[config.mk]
export PLATFORM = sky130hd
export DESIGN_NAME = scr_vec_stage
export DESIGN_NICKNAME = d
export VERILOG_FILES = /design/src/rtl/core/scr_pkg.sv /design/src/rtl/core/scr_vec_stage.sv
export SDC_FILE = /design/constraint.sdc
export NUM_CORES = 1
export LEC_CHECK = 0
export BUFFER_PORTS_ARGS = -buffer_cell sky130_fd_sc_hd__buf_2
export CAP_MARGIN = 20
export CORE_MARGIN = 4
export CORE_UTILIZATION = 50
export CTS_CLUSTER_DIAMETER = 50
export DETAILED_ROUTE_END_ITERATION = 7
export GPL_TIMING_DRIVEN = 0
export PLACE_DENSITY = 0.75
export SYNTH_ARGS = -nofsm -noshare
export SYNTH_HDL_FRONTEND = slang
export SYNTH_SLANG_ARGS = --single-unit
[constraint.sdc]
create_clock -name clock -period 9.4 [get_ports clock]
set_input_delay 1.41 -clock clock [delete_from_list [all_inputs] [get_ports clock]]
set_output_delay 1.41 -clock clock [all_outputs]
set_load 0.01 [all_outputs]
[src/rtl/core/scr_pkg.sv]
// ============================================================================
// Spherical coordinate rotation package
// Shared widths, angle constants, function codes, sideband types and the
// CORDIC arctangent table.
// ============================================================================
package scr_pkg;

   // Datapath widths of the CORDIC x/y and angle (z) channels.
   localparam int XW = 36;
   localparam int ZW = 34;

   // Function codes of an input transaction.
   localparam logic [1:0] FUNC_DIRECT  = 2'd0;
   localparam logic [1:0] FUNC_INVERSE = 2'd1;
   localparam logic [1:0] FUNC_LOAD    = 2'd2;
   localparam logic [1:0] FUNC_UNUSED  = 2'd3;

   // Matrix index code that lies outside the 3x3 matrix.
   localparam logic [1:0] IDX_INVALID = 2'd3;

   // Angles in Q10.22 degrees.
   localparam logic signed [ZW-1:0] DEG90  = ZW'(377487360);
   localparam logic signed [ZW-1:0] DEG180 = ZW'(754974720);
   localparam logic signed [ZW-1:0] DEG270 = ZW'(1132462080);
   localparam logic signed [ZW-1:0] DEG360 = ZW'(1509949440);

   // 1.0 in Q2.30 and the inverse CORDIC gain in Q2.30.
   localparam logic signed [31:0] ONE_Q30  = 32'sd1073741824;
   localparam logic signed [31:0] INV_GAIN = 32'sd652032874;

   typedef struct packed {
      logic [1:0]         func;
      logic [1:0]         coef_row;
      logic [1:0]         coef_col;
      logic signed [31:0] coef_value;
   } meta_type;

   typedef struct packed {
      meta_type meta;
      logic     neg_lon;
      logic     neg_lat;
   } rot_side_type;

   // Carried beside a vectoring pipeline: an angle or a component to keep.
   typedef struct packed {
      logic                  degenerate;
      logic signed [ZW-1:0]  carry;
   } vec_side_type;

   // atan(2^-i) in Q10.22 degrees.
   function automatic logic signed [ZW-1:0] atan_deg(input logic [4:0] idx);
      logic signed [ZW-1:0] r;
      case (idx)
         5'd0:    r = ZW'(188743680);
         5'd1:    r = ZW'(111421900);
         5'd2:    r = ZW'(58872272);
         5'd3:    r = ZW'(29884485);
         5'd4:    r = ZW'(15000234);
         5'd5:    r = ZW'(7507429);
         5'd6:    r = ZW'(3754631);
         5'd7:    r = ZW'(1877430);
         5'd8:    r = ZW'(938729);
         5'd9:    r = ZW'(469366);
         5'd10:   r = ZW'(234683);
         5'd11:   r = ZW'(117342);
         5'd12:   r = ZW'(58671);
         5'd13:   r = ZW'(29335);
         5'd14:   r = ZW'(14668);
         5'd15:   r = ZW'(7334);
         5'd16:   r = ZW'(3667);
         5'd17:   r = ZW'(1833);
         5'd18:   r = ZW'(917);
         5'd19:   r = ZW'(458);
         5'd20:   r = ZW'(229);
         5'd21:   r = ZW'(115);
         5'd22:   r = ZW'(57);
         5'd23:   r = ZW'(29);
         5'd24:   r = ZW'(14);
         5'd25:   r = ZW'(7);
         5'd26:   r = ZW'(4);
         5'd27:   r = ZW'(2);
         5'd28:   r = ZW'(1);
         default: r = '0;
      endcase
      return r;
   endfunction

endpackage

[src/rtl/core/scr_vec_stage.sv]
// ============================================================================
// CORDIC vectoring stage
// One registered micro-rotation that drives the y component toward zero.
// ============================================================================
module scr_vec_stage #(
   parameter int STAGE = 0
) (
   input  logic                              clock,
   input  logic                              en,
   input  logic signed [scr_pkg::XW-1:0]     x_src,
   input  logic signed [scr_pkg::XW-1:0]     y_src,
   input  logic signed [scr_pkg::ZW-1:0]     z_src,
   output logic signed [scr_pkg::XW-1:0]     x_ff,
   output logic signed [scr_pkg::XW-1:0]     y_ff,
   output logic signed [scr_pkg::ZW-1:0]     z_ff
);

   logic signed [scr_pkg::XW-1:0] dx, dy, x_in, y_in;
   logic signed [scr_pkg::ZW-1:0] ang, z_in;

   always_comb begin
      dx  = y_src >>> STAGE;
      dy  = x_src >>> STAGE;
      ang = scr_pkg::atan_deg(5'(STAGE));
      if (y_src >= 0) begin
         x_in = x_src + dx;
         y_in = y_src - dy;
         z_in = z_src + ang;
      end else begin
         x_in = x_src - dx;
         y_in = y_src + dy;
         z_in = z_src - ang;
      end
   end

   always_ff @(posedge clock) begin
      if (en) begin
         x_ff <= x_in;
         y_ff <= y_in;
         z_ff <= z_in;
      end
   end

endmodule

# After elaboration in Yosys (flattened, before gate mapping)
# Index checks and enable logic that the tools add are counted.
# word_totals
reg_bits,106
in_bits,108
out_inout_bits,106
wordCells,12
# classes
addsub,5
order_cmp,1
muxes,3
# op_table
cell,n
36-bit 2-to-1 mux,2
36-bit subtractor,2
36-bit adder,1
36-bit by 1-bit >= comparator with 1-bit output (second input constant),1
34-bit by 29-bit adder with 34-bit output (second input constant),1
34-bit 2-to-1 mux,1
34-bit by 29-bit subtractor with 34-bit output (second input constant),1

# Depth between registers and ports, before layout
# depth
ltp_word,2
mapped_depth,13
depth_no_buf,11

# Worst setup path after synthesis
# Ideal clock, no wire load.
# synth_path
path_type,input port to flip-flop
start,input y_src[35] (netlist bit)
end,"register z_ff[30] (netlist bit), data pin"
setup_time_ps,258
t_arrival_ps,3816
required_ps,9142
setup_slack_ps,5326
path_stages,13
n_path_buf,3
cell_sequence,clkbuf_1 -> clkbuf_1 -> clkbuf_1 -> xor2_1 -> ha_1 -> a21oi_1 -> o21bai_1 -> maj3_1 -> a21oi_1 -> nor2b_1 -> nor2b_1 -> a21oi_1 -> xnor2_1
# synth_via
elab_chain_cells,2
# synth_rtl
element,line_no,rtl
start: declaration,scr_vec_stage.sv:11,"input logic signed [scr_pkg::XW-1:0] y_src,"
36-bit by 1-bit >= comparator with 1-bit output,scr_vec_stage.sv:25,if (y_src >= 0) begin
34-bit 2-to-1 mux,scr_vec_stage.sv:25,
"net z_in, one bit",scr_vec_stage.sv:19,"logic signed [scr_pkg::ZW-1:0] ang, z_in;"
end signal: assignment,scr_vec_stage.sv:40,z_ff <= z_in;
end: declaration,scr_vec_stage.sv:15,output logic signed [scr_pkg::ZW-1:0] z_ff
# The timed path passes the listed nets, and every way through them passes these cells.
# A chain may end at the register's enable or synchronous reset.

# Worst setup path after layout
# Same ends and word-level chain as after synthesis.

==> flow_summary.json <==
{
  "status": "finished, final reports clean",
  "power.ir.vdd_worst_mv": 0.0981,
  "ordered_cell_list_for_the_critical_path": "buf_2, clkbuf_1, clkbuf_1, clkbuf_1, xor2_1, ha_1, a21oi_1, o21bai_1, maj3_1, a21oi_1, nor2b_1, nor2b_1, a21oi_1, xnor2_1",
  "report.final.hold_viol_count": 0,
  "setup.worst_path.end_class": "register",
  "synth_nets": 1288,
  "std_cell_rows": 49,
  "drive_gt1_share_pct": 19.7,
  "drt-initial-drc-count": 847,
  "ys_async_sr_fraction_pct": 0,
  "start_kind": "primary input",
  "die_area_um2": 21100,
  "cts_hold_buffers": 0,
  "leading_register_cell_type_out_of_synthesis": "edfxtp_1",
  "setup_repair_after_global_routing_missed_its_margin": "false",
  "place.gp.congestion": 0.995,
  "areaGrowthSynthToFinish_pct": 18.1,
  "detail_route.wirelength_um": 30600,
  "layout.nets": 1513,
  "floorplan.die.width_um": 145,
  "hpwl_um": 23900,
  "pins_over_their_slew_limit": 0,
  "synth-seq-area-share_pct": 33.4,
  "synth_warnings": 0,
  "cp_data_arrival_time_ns": 4.96,
  "fillerInstances": 1672,
  "syn-instance-count": 1069,
  "route.antenna.remaining_nets": 0,
  "final_worst_path_period_share_pct": 51.5,
  "synth.ff_latch_count": 105,
  "clk_transition_reported_paths_ns": 0.08,
  "io_pins": 214,
  "cts-buffers-inserted": 9,
  "numPortBuffers": 213,
  "clock_sinks": 105,
  "setup-tns-final_ns": 0,
  "antenna_found_initial": 0,
  "cts_root_buf": "clkbuf_16",
  "syn_area_per_cell_um2": 8.83,
  "worstPathMaxFanout": 10,
  "hold_path.class": "primary input to register",
  "grtUsageTotal_pct": 27.8,
  "setup.worst_path.class": "primary input to register",
  "design.core.area_um2": 18300,
  "cts-root-to-sink-buffers": 2,
  "final.hold.worst_slack_ns": 1.22,
  "global_route.overflow_total": 0,
  "timing_worst_slew_pin_value_ns": 1.00,
  "grt_pass1_vias": 8790,
  "syn_area_um2": 9440,
  "max_clock_freq_mhz": 206,
  "detail_route.wl_per_cell_um": 20.0,
  "synth_enable_flop_cells": 105,
  "cellLeakagePower_nw": 4.94,
  "cts_resized": 0,
  "post_layout_minimum_cycle_time_ns": 4.84,
  "p_total_mw": 1.65,
  "h-tree-depth": 3,
  "chipHeight_um": 145,
  "grt_first_pass_wirelength_um": 47400,
  "post_synth_num_cell_types": 67,
  "post-cts-setup-buffer-count": 0,
  "detail_route.vias_per_cell": 5.91,
  "required_ns": 9.52,
  "cell_pwr_density_nw_per_um2": 148,
  "critical-path-max-stage-delay_ns": 0.65,
  "detail_route.first_pass.iterations": 6,
  "via_count": 9028,
  "start_util_pct": 51.7,
  "crit_path_top_delay_cell": "clkbuf_1",
  "insertedDiodeCount": 0,
  "cts_tree": "yes",
  "maxCapViolCount": 0,
  "grt_max_degree": 60,
  "timing.max_slew.rel_slack_pct": 33.3,
  "route.detailed.drc": 0,
  "setup_viol": 0
}
[where the power goes]
part           internal [mW]  leakage, nW  switching, mW
logic                  0.224         3.75          0.382
clock network          0.215        0.156          0.202
registers              0.607         1.03         0.0164
[final cells by class]
type                            count  area [um^2]  share of cell area [%]
Buffer                             47          203                    1.82
Multi-Input combinational cell    808         5670                    50.9
Clock inverter                      7         97.6                   0.876
Sequential cell                   105         3150                    28.3
Inverter                          109          409                    3.67
Clock buffer                        9          225                    2.02
Tap cell                          229          287                    2.57
Timing Repair Buffer              214         1100                    9.84
[registers in the layout, indices dropped and copies added (netlist names)]
name	flops
x_ff	36
y_ff	35
z_ff	34
[metal layers]
layer  track usage (%)  wire length [um]  vias up  share of wire (%)
met5                 0                 0        -                  0
met4              8.50               836        0                2.7
met3              4.24              2620       64                8.6
met2              46.3             14200      467                 46
met1              37.4             13000     4243                 42
li1                  -                 -     4254                  -
[cells by family after synthesis]
| kind of cell | count (synthesis) | synth area share (%) |
|---|---|---|
| buffers and inverters | 156 | 6.48 |
| AOI/OAI and AO/OA | 355 | 23.5 |
| xor gates and xnor gates | 82 | 7.61 |
| muxes | 22 | 2.33 |
| and+or+nand+nor | 237 | 11.6 |
| DFF | 105 | 33.4 |
| adders and majority gates | 112 | 15.1 |
[worst max-delay path: cells and delay by family]
kind / cells / cell delay, ns
buffers and inverters: 4 / 1.76
and+or+nand+nor: 2 / 0.34
adders and majority gates: 2 / 0.61
AOI/OAI and AO/OA: 4 / 0.56
xor gates and xnor gates: 2 / 0.28
[path summary, 6_finish.rpt]
kind | cells after the start | slack (ns) | startpoint | endpoint
min | 1 | 1.22 | z_src[4] | z_ff[4]
max | 14 | 4.56 | y_src[35] | z_ff[30]
[cells in the final DEF, fill, tap and decap left out, types with 4 or more instances in the layout]
cell type | synthesis | layout
clkbuf_1 | 30 | 30
ha_1 | 108 | 108
a21o_1 | 9 | 9
xor2_1 | 22 | 22
o21a_1 | 9 | 9
o31ai_1 | 15 | 15
mux2i_1 | 22 | 22
a2111o_1 | 4 | 4
buf_1 | 8 | 8
a21oi_1 | 131 | 131
o21ai_1 | 7 | 7
clkbuf_16 | 0 | 9
and3_1 | 4 | 4
a221oi_1 | 4 | 4
or3_1 | 4 | 4
a21boi_0 | 4 | 4
a22oi_1 | 4 | 4
buf_2 | 6 | 218
edfxtp_1 | 105 | 105
inv_1 | 107 | 107
nor2b_1 | 12 | 12
xnor2_1 | 60 | 60
nand3_1 | 16 | 16
nor2_1 | 95 | 95
a211o_1 | 4 | 4
nor3_1 | 21 | 21
a211oi_1 | 11 | 11
nand4_1 | 12 | 12
o21bai_1 | 30 | 30
nand2_1 | 51 | 51
o21ai_0 | 78 | 78
a31oi_1 | 4 | 4
o211ai_1 | 11 | 11
nor4_1 | 7 | 7
[stage by stage]
step	std cells	setup slack (ns)	instance area, um^2	util [%]
global placement	1511	4.26	10800	59.1
CTS	1528	4.63	11100	61.0
global route	1528	4.28	11100	61.0
floorplan	1069	5.33	9440	-
detailed placement	1512	4.24	10800	59.2
finish	1528	4.56	11100	61.0
[synth_stat cells, drive strengths merged, types with 5 or more instances]
master  count  area (um^2)
clkbuf     30          113
nor2b      12         75.1
o21bai     30          225
a21o        9         67.6
edfxtp    105         3150
nand3      16         80.1
mux2i      22          220
nor3       22          121
nor2       95          357
o21ai      85          425
xor2       22          193
nand4      12         75.1
o31ai      17          138
o21a        9         67.6
nand2      51          191
inv       108          405
a21oi     131          656
a211oi     11         82.6
buf        17         90.1
ha        108         1350
o211ai     11         82.6
xnor2      60          526
nor4        7         43.8
a21boi      5         37.5
No activity file was read; power rests on OpenSTA's default activity.
