===== src/rtl/core/scr_pkg.sv =====
// ============================================================================
// Spherical coordinate rotation package
// Shared widths, angle constants, function codes, sideband types and the
// CORDIC arctangent table.
// ============================================================================
package scr_pkg;

   // Datapath widths of the CORDIC x/y and angle (z) channels.
   localparam int XW = 36;
   localparam int ZW = 34;

   // Function codes of an input transaction.
   localparam logic [1:0] FUNC_DIRECT  = 2'd0;
   localparam logic [1:0] FUNC_INVERSE = 2'd1;
   localparam logic [1:0] FUNC_LOAD    = 2'd2;
   localparam logic [1:0] FUNC_UNUSED  = 2'd3;

   // Matrix index code that lies outside the 3x3 matrix.
   localparam logic [1:0] IDX_INVALID = 2'd3;

   // Angles in Q10.22 degrees.
   localparam logic signed [ZW-1:0] DEG90  = ZW'(377487360);
   localparam logic signed [ZW-1:0] DEG180 = ZW'(754974720);
   localparam logic signed [ZW-1:0] DEG270 = ZW'(1132462080);
   localparam logic signed [ZW-1:0] DEG360 = ZW'(1509949440);

   // 1.0 in Q2.30 and the inverse CORDIC gain in Q2.30.
   localparam logic signed [31:0] ONE_Q30  = 32'sd1073741824;
   localparam logic signed [31:0] INV_GAIN = 32'sd652032874;

   typedef struct packed {
      logic [1:0]         func;
      logic [1:0]         coef_row;
      logic [1:0]         coef_col;
      logic signed [31:0] coef_value;
   } meta_type;

   typedef struct packed {
      meta_type meta;
      logic     neg_lon;
      logic     neg_lat;
   } rot_side_type;

   // Carried beside a vectoring pipeline: an angle or a component to keep.
   typedef struct packed {
      logic                  degenerate;
      logic signed [ZW-1:0]  carry;
   } vec_side_type;

   // atan(2^-i) in Q10.22 degrees.
   function automatic logic signed [ZW-1:0] atan_deg(input logic [4:0] idx);
      logic signed [ZW-1:0] r;
      case (idx)
         5'd0:    r = ZW'(188743680);
         5'd1:    r = ZW'(111421900);
         5'd2:    r = ZW'(58872272);
         5'd3:    r = ZW'(29884485);
         5'd4:    r = ZW'(15000234);
         5'd5:    r = ZW'(7507429);
         5'd6:    r = ZW'(3754631);
         5'd7:    r = ZW'(1877430);
         5'd8:    r = ZW'(938729);
         5'd9:    r = ZW'(469366);
         5'd10:   r = ZW'(234683);
         5'd11:   r = ZW'(117342);
         5'd12:   r = ZW'(58671);
         5'd13:   r = ZW'(29335);
         5'd14:   r = ZW'(14668);
         5'd15:   r = ZW'(7334);
         5'd16:   r = ZW'(3667);
         5'd17:   r = ZW'(1833);
         5'd18:   r = ZW'(917);
         5'd19:   r = ZW'(458);
         5'd20:   r = ZW'(229);
         5'd21:   r = ZW'(115);
         5'd22:   r = ZW'(57);
         5'd23:   r = ZW'(29);
         5'd24:   r = ZW'(14);
         5'd25:   r = ZW'(7);
         5'd26:   r = ZW'(4);
         5'd27:   r = ZW'(2);
         5'd28:   r = ZW'(1);
         default: r = '0;
      endcase
      return r;
   endfunction

endpackage


===== src/rtl/core/scr_rot_stage.sv =====
// ============================================================================
// CORDIC rotation stage
// One registered micro-rotation that drives the angle residue toward zero.
// ============================================================================
module scr_rot_stage #(
   parameter int STAGE = 0
) (
   input  logic                              clock,
   input  logic                              en,
   input  logic signed [scr_pkg::XW-1:0]     x_src,
   input  logic signed [scr_pkg::XW-1:0]     y_src,
   input  logic signed [scr_pkg::ZW-1:0]     z_src,
   output logic signed [scr_pkg::XW-1:0]     x_ff,
   output logic signed [scr_pkg::XW-1:0]     y_ff,
   output logic signed [scr_pkg::ZW-1:0]     z_ff
);

   logic signed [scr_pkg::XW-1:0] dx, dy, x_in, y_in;
   logic signed [scr_pkg::ZW-1:0] ang, z_in;

   always_comb begin
      ang = scr_pkg::atan_deg(5'(STAGE));
      // Floor shifts: the arithmetic shift rounds toward minus infinity.
      dx  = y_src >>> STAGE;
      dy  = x_src >>> STAGE;
      if (z_src >= 0) begin
         x_in = x_src - dx;
         y_in = y_src + dy;
         z_in = z_src - ang;
      end else begin
         x_in = x_src + dx;
         y_in = y_src - dy;
         z_in = z_src + ang;
      end
   end

   always_ff @(posedge clock) begin
      if (en) begin
         x_ff <= x_in;
         y_ff <= y_in;
         z_ff <= z_in;
      end
   end

endmodule


===== config.mk =====
export PLATFORM = sky130hd
export DESIGN_NAME = scr_rot_stage
export DESIGN_NICKNAME = d
export VERILOG_FILES = /design/src/rtl/core/scr_pkg.sv /design/src/rtl/core/scr_rot_stage.sv
export SDC_FILE = /design/constraint.sdc
export NUM_CORES = 1
export LEC_CHECK = 0
export BUFFER_PORTS_ARGS = -buffer_cell sky130_fd_sc_hd__buf_2
export CORE_ASPECT_RATIO = 0.7
export CORE_UTILIZATION = 50
export CTS_CLUSTER_SIZE = 8
export DETAILED_ROUTE_END_ITERATION = 10
export PLACE_DENSITY_LB_ADDON = 0.1
export SYNTH_ARGS = -nofsm -noshare
export SYNTH_HDL_FRONTEND = slang
export SYNTH_SLANG_ARGS = --single-unit

===== constraint.sdc =====
create_clock -name clock -period 4.6 [get_ports clock]
set_input_delay 0.92 -clock clock [delete_from_list [all_inputs] [get_ports clock]]
set_output_delay 0.92 -clock clock [all_outputs]
set_load 0.1 [all_outputs]

# Word level (Yosys, flattened, before mapping)
# Cells that the tools add are included.
word_totals:
  regBits: 106
  input_bits: 108
  out_inout_bits: 106
classes:
  addsub: 5
  magnitude_cmp: 1
  n_mux: 3
op_table:
  columns: ["cell", "count"]
  rows:
  - ["36-bit 2-to-1 mux", 2]
  - ["36-bit subtractor", 2]
  - ["36-bit adder", 1]
  - ["34-bit by 29-bit adder with 34-bit output, second input constant", 1]
  - ["34-bit by 1-bit greater-or-equal comparator with 1-bit output, second input constant", 1]
  - ["34-bit 2-to-1 mux", 1]
  - ["34-bit by 29-bit subtractor with 34-bit output, second input constant", 1]

# Longest topological paths before layout
# Gate-level depths: netlist of the first run.
depth:
  word_depth: 2
  depth_mapped: 20
  depth_no_buf: 17

# Worst setup path after synthesis of the first run
# OpenSTA, ideal clock, no wires.
synth_timing:
  kind: "input to register"
  start: "input port z_src[33] in the netlist's numbering"
  end: "register z_ff[33] in the netlist's numbering (data pin)"
  setup_ps: 257
  arrival_ps: 4369
  path_slack_ps: -26
  stages: 19
  cell_sequence: "inv_1 ha_1 nor4b_1 nand4_1 nor3_1 nand2b_1 buf_2 clkbuf_1 buf_1 ha_1 a21o_1 a21oi_1 nor2b_1 o21a_1 o21ai_0 nand2b_1 a41o_1 o41a_1 xor2_1"
synth_via:
  elab_chain_len: 2
synth_lines:
  columns: ["element", "line", "source"]
  rows:
  - ["from (decl)", "scr_rot_stage.sv:12", "input logic signed [scr_pkg::ZW-1:0] z_src,"]
  - ["34-bit by 29-bit adder with 34-bit output (tied with other cells)", "scr_rot_stage.sv:33", "z_in = z_src + ang;"]
  - ["34-bit 2-to-1 mux *", "scr_rot_stage.sv:26", "if (z_src >= 0) begin"]
  - ["via z_in, one bit", "scr_rot_stage.sv:19", "logic signed [scr_pkg::ZW-1:0] ang, z_in;"]
  - ["to (signal assigned)", "scr_rot_stage.sv:41", "z_ff <= z_in;"]
  - ["to (decl)", "scr_rot_stage.sv:15", "output logic signed [scr_pkg::ZW-1:0] z_ff"]
# Mark *: on every way through the listed nets, which the timed path passes. The rest lies on a longest branch.
# A chain may end at the register's enable or synchronous reset.

# Worst setup path after layout of the first run
layout_timing:
  start: "input port z_src[11] in the netlist's numbering"
  end: "register z_ff[33] in the netlist's numbering (data pin)"
# Same word-level chain as after synthesis.

==> flow_summary.json, run 1 <==
{
  "post-cts-setup-buffer-count": 0,
  "maxCapViolCount": 0,
  "dpl-instance-area_um2": 11100,
  "muxShareOfSynthArea": 0.0144,
  "first_pass_iters": 6,
  "cts_tree": "done",
  "num_antenna_cells": 0,
  "path_class": "primary input to flip-flop",
  "die_y_um": 119,
  "worstHoldStart": "z_src[7]",
  "crit_path_end_kind": "flip-flop",
  "grt_overflow_total": 0,
  "dp_hpwl_um": 25100,
  "clkTransAtPathRegs_ns": 0.07,
  "dr.first_iter.drc_count": 1046,
  "synth_area_per_cell_um2": 8.88,
  "stdcell_area_um2": 11400,
  "synth-compound-area-share": 0.240,
  "area_growth_pct": 17.5,
  "fmax_mhz": 250,
  "syn_area_um2": 9720,
  "cts_max_level": 3,
  "grt_use_total": 0.304,
  "fp.dieW_um": 169,
  "synth_edf_count": 105,
  "hold_ws_ns": 0.746,
  "leakage_nw": 5.18,
  "fin_crit_sh": 0.869,
  "hold_class": "primary input to flip-flop",
  "grt_max_degree": 52,
  "hold_buffers": 0,
  "startpoint_type": "primary input",
  "synth-simple-area-share": 0.126,
  "syn_inst": 1095,
  "setup_violations": 0,
  "ys_seq_area_frac": 0.324,
  "drc": 0,
  "yosys_warnings": 0,
  "synth_top_family_by_area": "compound AO/OA/AOI/OAI gates",
  "worst_pin_slew_ns": 0.842,
  "dp_cells": 1553,
  "wl_um": 30700,
  "synth_fp_nets": 1323,
  "initial_core_util": 0.513,
  "rsz0062_at_grt": "false",
  "finish.utilization": 0.602,
  "slew_headroom": 0.435,
  "grt_pass1_wl_um": 46400,
  "portBuffers": 213,
  "power_density_nw_per_um2": 379,
  "cp.required_ns": 4.71,
  "crit_path_max_fanout": 43,
  "async_reset_ff_frac": 0,
  "cp.arrival_ns": 4.11,
  "cts_root_buffer": "clkbuf_16",
  "cts.path.max_buffers": 2,
  "finalHoldViolations": 0,
  "setup_tns_ns": 0,
  "antenna_found_initial": 0,
  "ant_nets": 0,
  "synth-xor-area-share": 0.0703,
  "layout_min_cycle_time_ns": 4.00,
  "place_congestion": 0.986,
  "instances_no_fill": 1569,
  "vias": 9146,
  "via_per_inst": 5.83,
  "worstSetupStartpoint": "z_src[11]",
  "rows": 42,
  "worst_hold_path.endpoint": "z_ff[7]",
  "fin_nets": 1528,
  "ioPinCount": 214,
  "grt_pass1_vias": 8318,
  "post_drt_wl_per_cell_um": 19.6,
  "ys.flop_type": "edfxtp_1",
  "synth.distinct_cells": 78,
  "yosys-top-cells-area": "edfxtp_1 32%, ha_1 15%, a21oi_1 6.6%",
  "synth.top_cell.area_share": 0.324,
  "outcome": "finished clean",
  "die_area_um2": 20000,
  "peakVddDrop_mv": 0.227,
  "clock-sinks": 105,
  "final_max_slew_viol_count": 0,
  "cts_resized": 0,
  "cts_buffers": 9,
  "synthAdderAreaFrac": 0.158,
  "min_path_cells": 1,
  "synth_area_leader_cell": "edfxtp_1",
  "drive_gt1_frac": 0.215,
  "core_um2": 19000,
  "ys_ff_latch": 105
}
==> cell families (layout without fill, tap and decap cells) <==
group,after synthesis,count (layout)
xor gates and xnor gates,78,78
DFF,105,105
buffers and inverters,166,376
and+or+nand+nor,250,250
muxes,14,14
AOI/OAI and AO/OA,362,362
adders and majority gates,120,120
==> how the worst max path moves through the flow <==
| stage | end | slack (ns) | cells after the start |
|---|---|---|---|
| 5_1_grt | z_ff[32] | 0.30 | 17 |
| 3_5_place_dp | z_ff[33] | 0.21 | 14 |
| 6_report | z_ff[33] | 0.60 | 14 |
| 3_3_place_gp | z_ff[33] | 0.37 | 14 |
| 2_1_floorplan | z_ff[33] | 0.18 | 19 |
| 4_1_cts | z_ff[33] | 0.58 | 14 |
==> layout by cell type, fill, tap and decap left out, types with 8 or more instances in the layout <==
master / synthesis / final
nor3_1: 19 / 19
o31ai_1: 12 / 12
buf_2: 16 / 212
clkbuf_16: 0 / 9
nor4_1: 12 / 12
ha_1: 116 / 116
buf_4: 2 / 28
mux2i_1: 14 / 14
inv_1: 117 / 117
o21a_1: 8 / 8
nand3_1: 20 / 20
o21ai_0: 55 / 55
a21o_1: 27 / 27
edfxtp_1: 105 / 105
nor2b_1: 10 / 10
a211oi_1: 18 / 18
o21ai_1: 11 / 11
nand2b_1: 11 / 10
nor2_1: 80 / 80
xnor2_1: 73 / 73
nand4_1: 12 / 12
nand2_1: 54 / 54
o21bai_1: 28 / 28
a31oi_1: 13 / 13
a21oi_1: 129 / 129
==> per-layer routing <==
metal / GRT usage / up-vias / share of wire
li1: - / 4356 / -
met2: 0.425 / 545 / 0.40
met4: 0.0608 / 0 / 0.013
met5: 0 / - / 0
met3: 0.0757 / 38 / 0.11
met1: 0.465 / 4207 / 0.48
==> power breakdown <==
group / switching [mW] / internal (mW)
clock: 0.386 / 0.384
combinational: 1.77 / 0.504
sequential: 0.0418 / 1.24
total: 2.20 / 2.13
==> critical path, cell delays in order <==
cell and delay, ns:
buf_2 0.11, nor4_1 0.39, buf_4 0.19, nand4_1 0.11, nor3_1 0.31, nand2b_2 0.22
buf_4 0.40, ha_1 0.36, o21a_1 0.13, o21ai_0 0.14, nand2b_1 0.09, a41o_1 0.26
o41a_1 0.33, xor2_1 0.15
==> cell type report <==
cell class | instances | area [um2]
Clock buffer | 9 | 225
Clock inverter | 7 | 70.1
Fill cell | 1724 | 7550
Inverter | 120 | 450
Multi-Input combinational cell | 824 | 5920
Sequential cell | 105 | 3150
Tap cell | 264 | 330
Timing Repair Buffer | 240 | 1270
==> cells in the mapped netlist (7+ instances only) <==
| master | n |
|---|---|
| buf_1 | 10 |
| a21oi_1 | 129 |
| a211oi_1 | 18 |
| o21a_1 | 8 |
| nor3_1 | 19 |
| nor4_1 | 12 |
| a31oi_1 | 13 |
| xnor2_1 | 73 |
| nor2_1 | 80 |
| o21ai_1 | 11 |
| o21ai_0 | 55 |
| nor2b_1 | 10 |
| nand3_1 | 20 |
| ha_1 | 116 |
| a21o_1 | 27 |
| nand4_1 | 12 |
| clkbuf_1 | 18 |
| o21bai_1 | 28 |
| buf_2 | 16 |
| inv_1 | 117 |
| edfxtp_1 | 105 |
| mux2i_1 | 14 |
| and3_1 | 7 |
| o31ai_1 | 12 |
| nand2b_1 | 11 |
| nand2_1 | 54 |
==> stage by stage <==
step | worst slack, ns | total power [mW]
after floorplan | 0.183 | 3.06
final | 0.602 | 4.33
after global routing | 0.298 | 4.49
after global placement | 0.366 | 3.55
after detailed placement | 0.209 | 3.55
after CTS | 0.585 | 4.32
==> sequential cells by signal (all words and copies together), names as in the netlist <==
name  count
y_ff     35
z_ff     34
x_ff     36
No activity file was read; power rests on OpenSTA's default activity.
==> inputs of run 2 (changes only) <==
==> constraint.sdc (replaced) <==
create_clock -name clock -period 4.6 [get_ports clock]
set_input_delay 0.23 -clock clock [delete_from_list [all_inputs] [get_ports clock]]
set_output_delay 0.23 -clock clock [all_outputs]
set_load 0.1 [all_outputs]
==> flow_summary.json, run 2 (synthesis results as in run 1) <==
{
  "outcome": "finished clean",
  "hold_ws_ns": 0.0582,
  "worstSetupStartpoint": "z_src[33]",
  "crit_path_max_fanout": 44,
  "startpoint_type": "primary input",
  "power_density_nw_per_um2": 381,
  "die_area_um2": 20000,
  "layout_min_cycle_time_ns": 3.35,
  "hold_class": "primary input to flip-flop",
  "grt_use_total": 0.299,
  "wl_um": 30200,
  "internal_power_mw": 2.11,
  "cts.path.max_buffers": 2,
  "final_common_cell": "buf_2",
  "cts_buffers": 9,
  "grt_pass1_vias": 8111,
  "grt_max_degree": 72,
  "critPathMaxStageDelay_ns": 0.42,
  "cp_slowest_cell": "nor4b_1",
  "setup_tns_ns": 0,
  "pwr-share-clk": 0.178,
  "cp.required_ns": 4.72,
  "p_switching_mw": 2.19,
  "cpMostUsedCell": "ha_1",
  "maxCapViolCount": 0,
  "dr.first_iter.drc_count": 1039,
  "leakage_nw": 5.09,
  "crit_end": "z_ff[33]",
  "first_pass_iters": 5,
  "power_frac_comb": 0.522,
  "ant_nets": 0,
  "peakVddDrop_mv": 0.225,
  "setup_violations": 0,
  "dp_hpwl_um": 24400,
  "fillerInstances": 1741,
  "fin_crit_sh": 0.728,
  "grt_overflow_total": 0,
  "fp.dieW_um": 169,
  "cp_cell_sequence": "buf_2, inv_1, ha_1, nor4b_1, nand4_1, nor3_1, nand2b_2, buf_4, ha_1, o21a_1, o21ai_0, nand2b_1, a41o_1, o41a_1, xor2_1",
  "reg_top3": "x_ff: 36 flops, y_ff: 35 flops, z_ff: 34 flops",
  "core_um2": 19000,
  "rows": 42,
  "area_growth_pct": 16.1,
  "portBuffers": 213,
  "regMostFlops": "x_ff",
  "die_y_um": 119,
  "ioPinCount": 214,
  "drive_gt1_frac": 0.204,
  "cts_max_level": 3,
  "hold_buffers": 0,
  "rsz0062_at_grt": "false",
  "grt_pass1_wl_um": 45900,
  "clkTransAtPathRegs_ns": 0.08,
  "antenna_found_initial": 0,
  "num_antenna_cells": 0,
  "clock-sinks": 105,
  "place_congestion": 0.964,
  "vias": 9175,
  "largest_reg_flops": 36,
  "pwr-share-seq": 0.300,
  "post-cts-setup-buffer-count": 0,
  "via_per_inst": 5.92,
  "drc": 0,
  "finalHoldViolations": 0,
  "final_max_slew_viol_count": 0,
  "initial_core_util": 0.513,
  "post_drt_wl_per_cell_um": 19.5,
  "final_cell_mix": "212 x buf_2, 129 x a21oi_1, 117 x inv_1, 116 x ha_1, 105 x edfxtp_1",
  "switching_share": 0.508,
  "cts_tree": "done",
  "crit_path_end_kind": "flip-flop",
  "path_class": "primary input to flip-flop",
  "worst_pin_slew_ns": 0.912,
  "fin_nets": 1510,
  "cts_root_buffer": "clkbuf_16",
  "fmax_mhz": 298,
  "slew_headroom": 0.384,
  "cts_resized": 0,
  "cp.arrival_ns": 3.47
}
-- run 2: area by class of cell --
cell class | count | area (um2) | area share
clock buffer | 9 | 225 | 0.0199
sequential | 105 | 3150 | 0.279
inverter | 120 | 450 | 0.0399
tap | 264 | 330 | 0.0293
multi-input combinational | 824 | 5920 | 0.525
timing repair buffer | 222 | 1140 | 0.101
clock inverter | 7 | 72.6 | 0.00643
-- run 2: per-stage QoR --
step	instance area [um2]	worst slack [ns]	power [mW]	utilization	std cells
floorplan	9720	0.664	3.06	-	1095
global placement	11000	1.03	3.52	0.579	1535
detailed placement	11000	0.979	3.53	0.579	1535
CTS	11300	1.31	4.29	0.595	1551
global route	11300	1.01	4.47	0.595	1551
finish	11300	1.25	4.30	0.595	1551
-- run 2: worst min-delay path by stage --
| stage | slack [ns] | end | from | depth (start not counted) |
|---|---|---|---|---|
| 2_1_floorplan | 0.33 | z_ff[0] | z_src[0] | 0 |
| 3_3_place_gp | 0.42 | z_ff[11] | z_src[11] | 1 |
| 3_5_place_dp | 0.43 | z_ff[13] | z_src[13] | 1 |
| 4_1_cts | 0.05 | z_ff[4] | z_src[4] | 1 |
| 5_1_grt | 0.04 | z_ff[6] | z_src[6] | 1 |
| 6_report | 0.06 | z_ff[4] | z_src[4] | 1 |
-- run 2: worst max-delay path: cells and delay by family --
family                   cells  cell delay, ns
XOR/XNOR                     1            0.15
adder cells (fa/ha/maj)      2            0.49
buffers and inverters        3            0.60
AND/OR/NAND/NOR              5            1.11
AO/OA/AOI/OAI                4            0.88
-- run 2: layer usage --
layer / vias up / share of wire / wire length [um] / track usage
met2: 556 / 0.41 / 12200 / 0.418
met3: 23 / 0.10 / 3130 / 0.0539
met5: - / 0 / 0 / 0
met4: 0 / 0.011 / 347 / 0.0580
met1: 4283 / 0.48 / 14500 / 0.472
li1: 4313 / - / - / -
-- run 2: power groups by stage --
stage	clock network [mW]	registers (mW)	logic, mW
6_report	0.766	1.29	2.24
5_1_grt	0.824	1.30	2.34
4_1_cts	0.784	1.29	2.22
3_5_place_dp	0	1.31	2.21
3_3_place_gp	0	1.31	2.21
2_1_floorplan	0	2.33	0.723
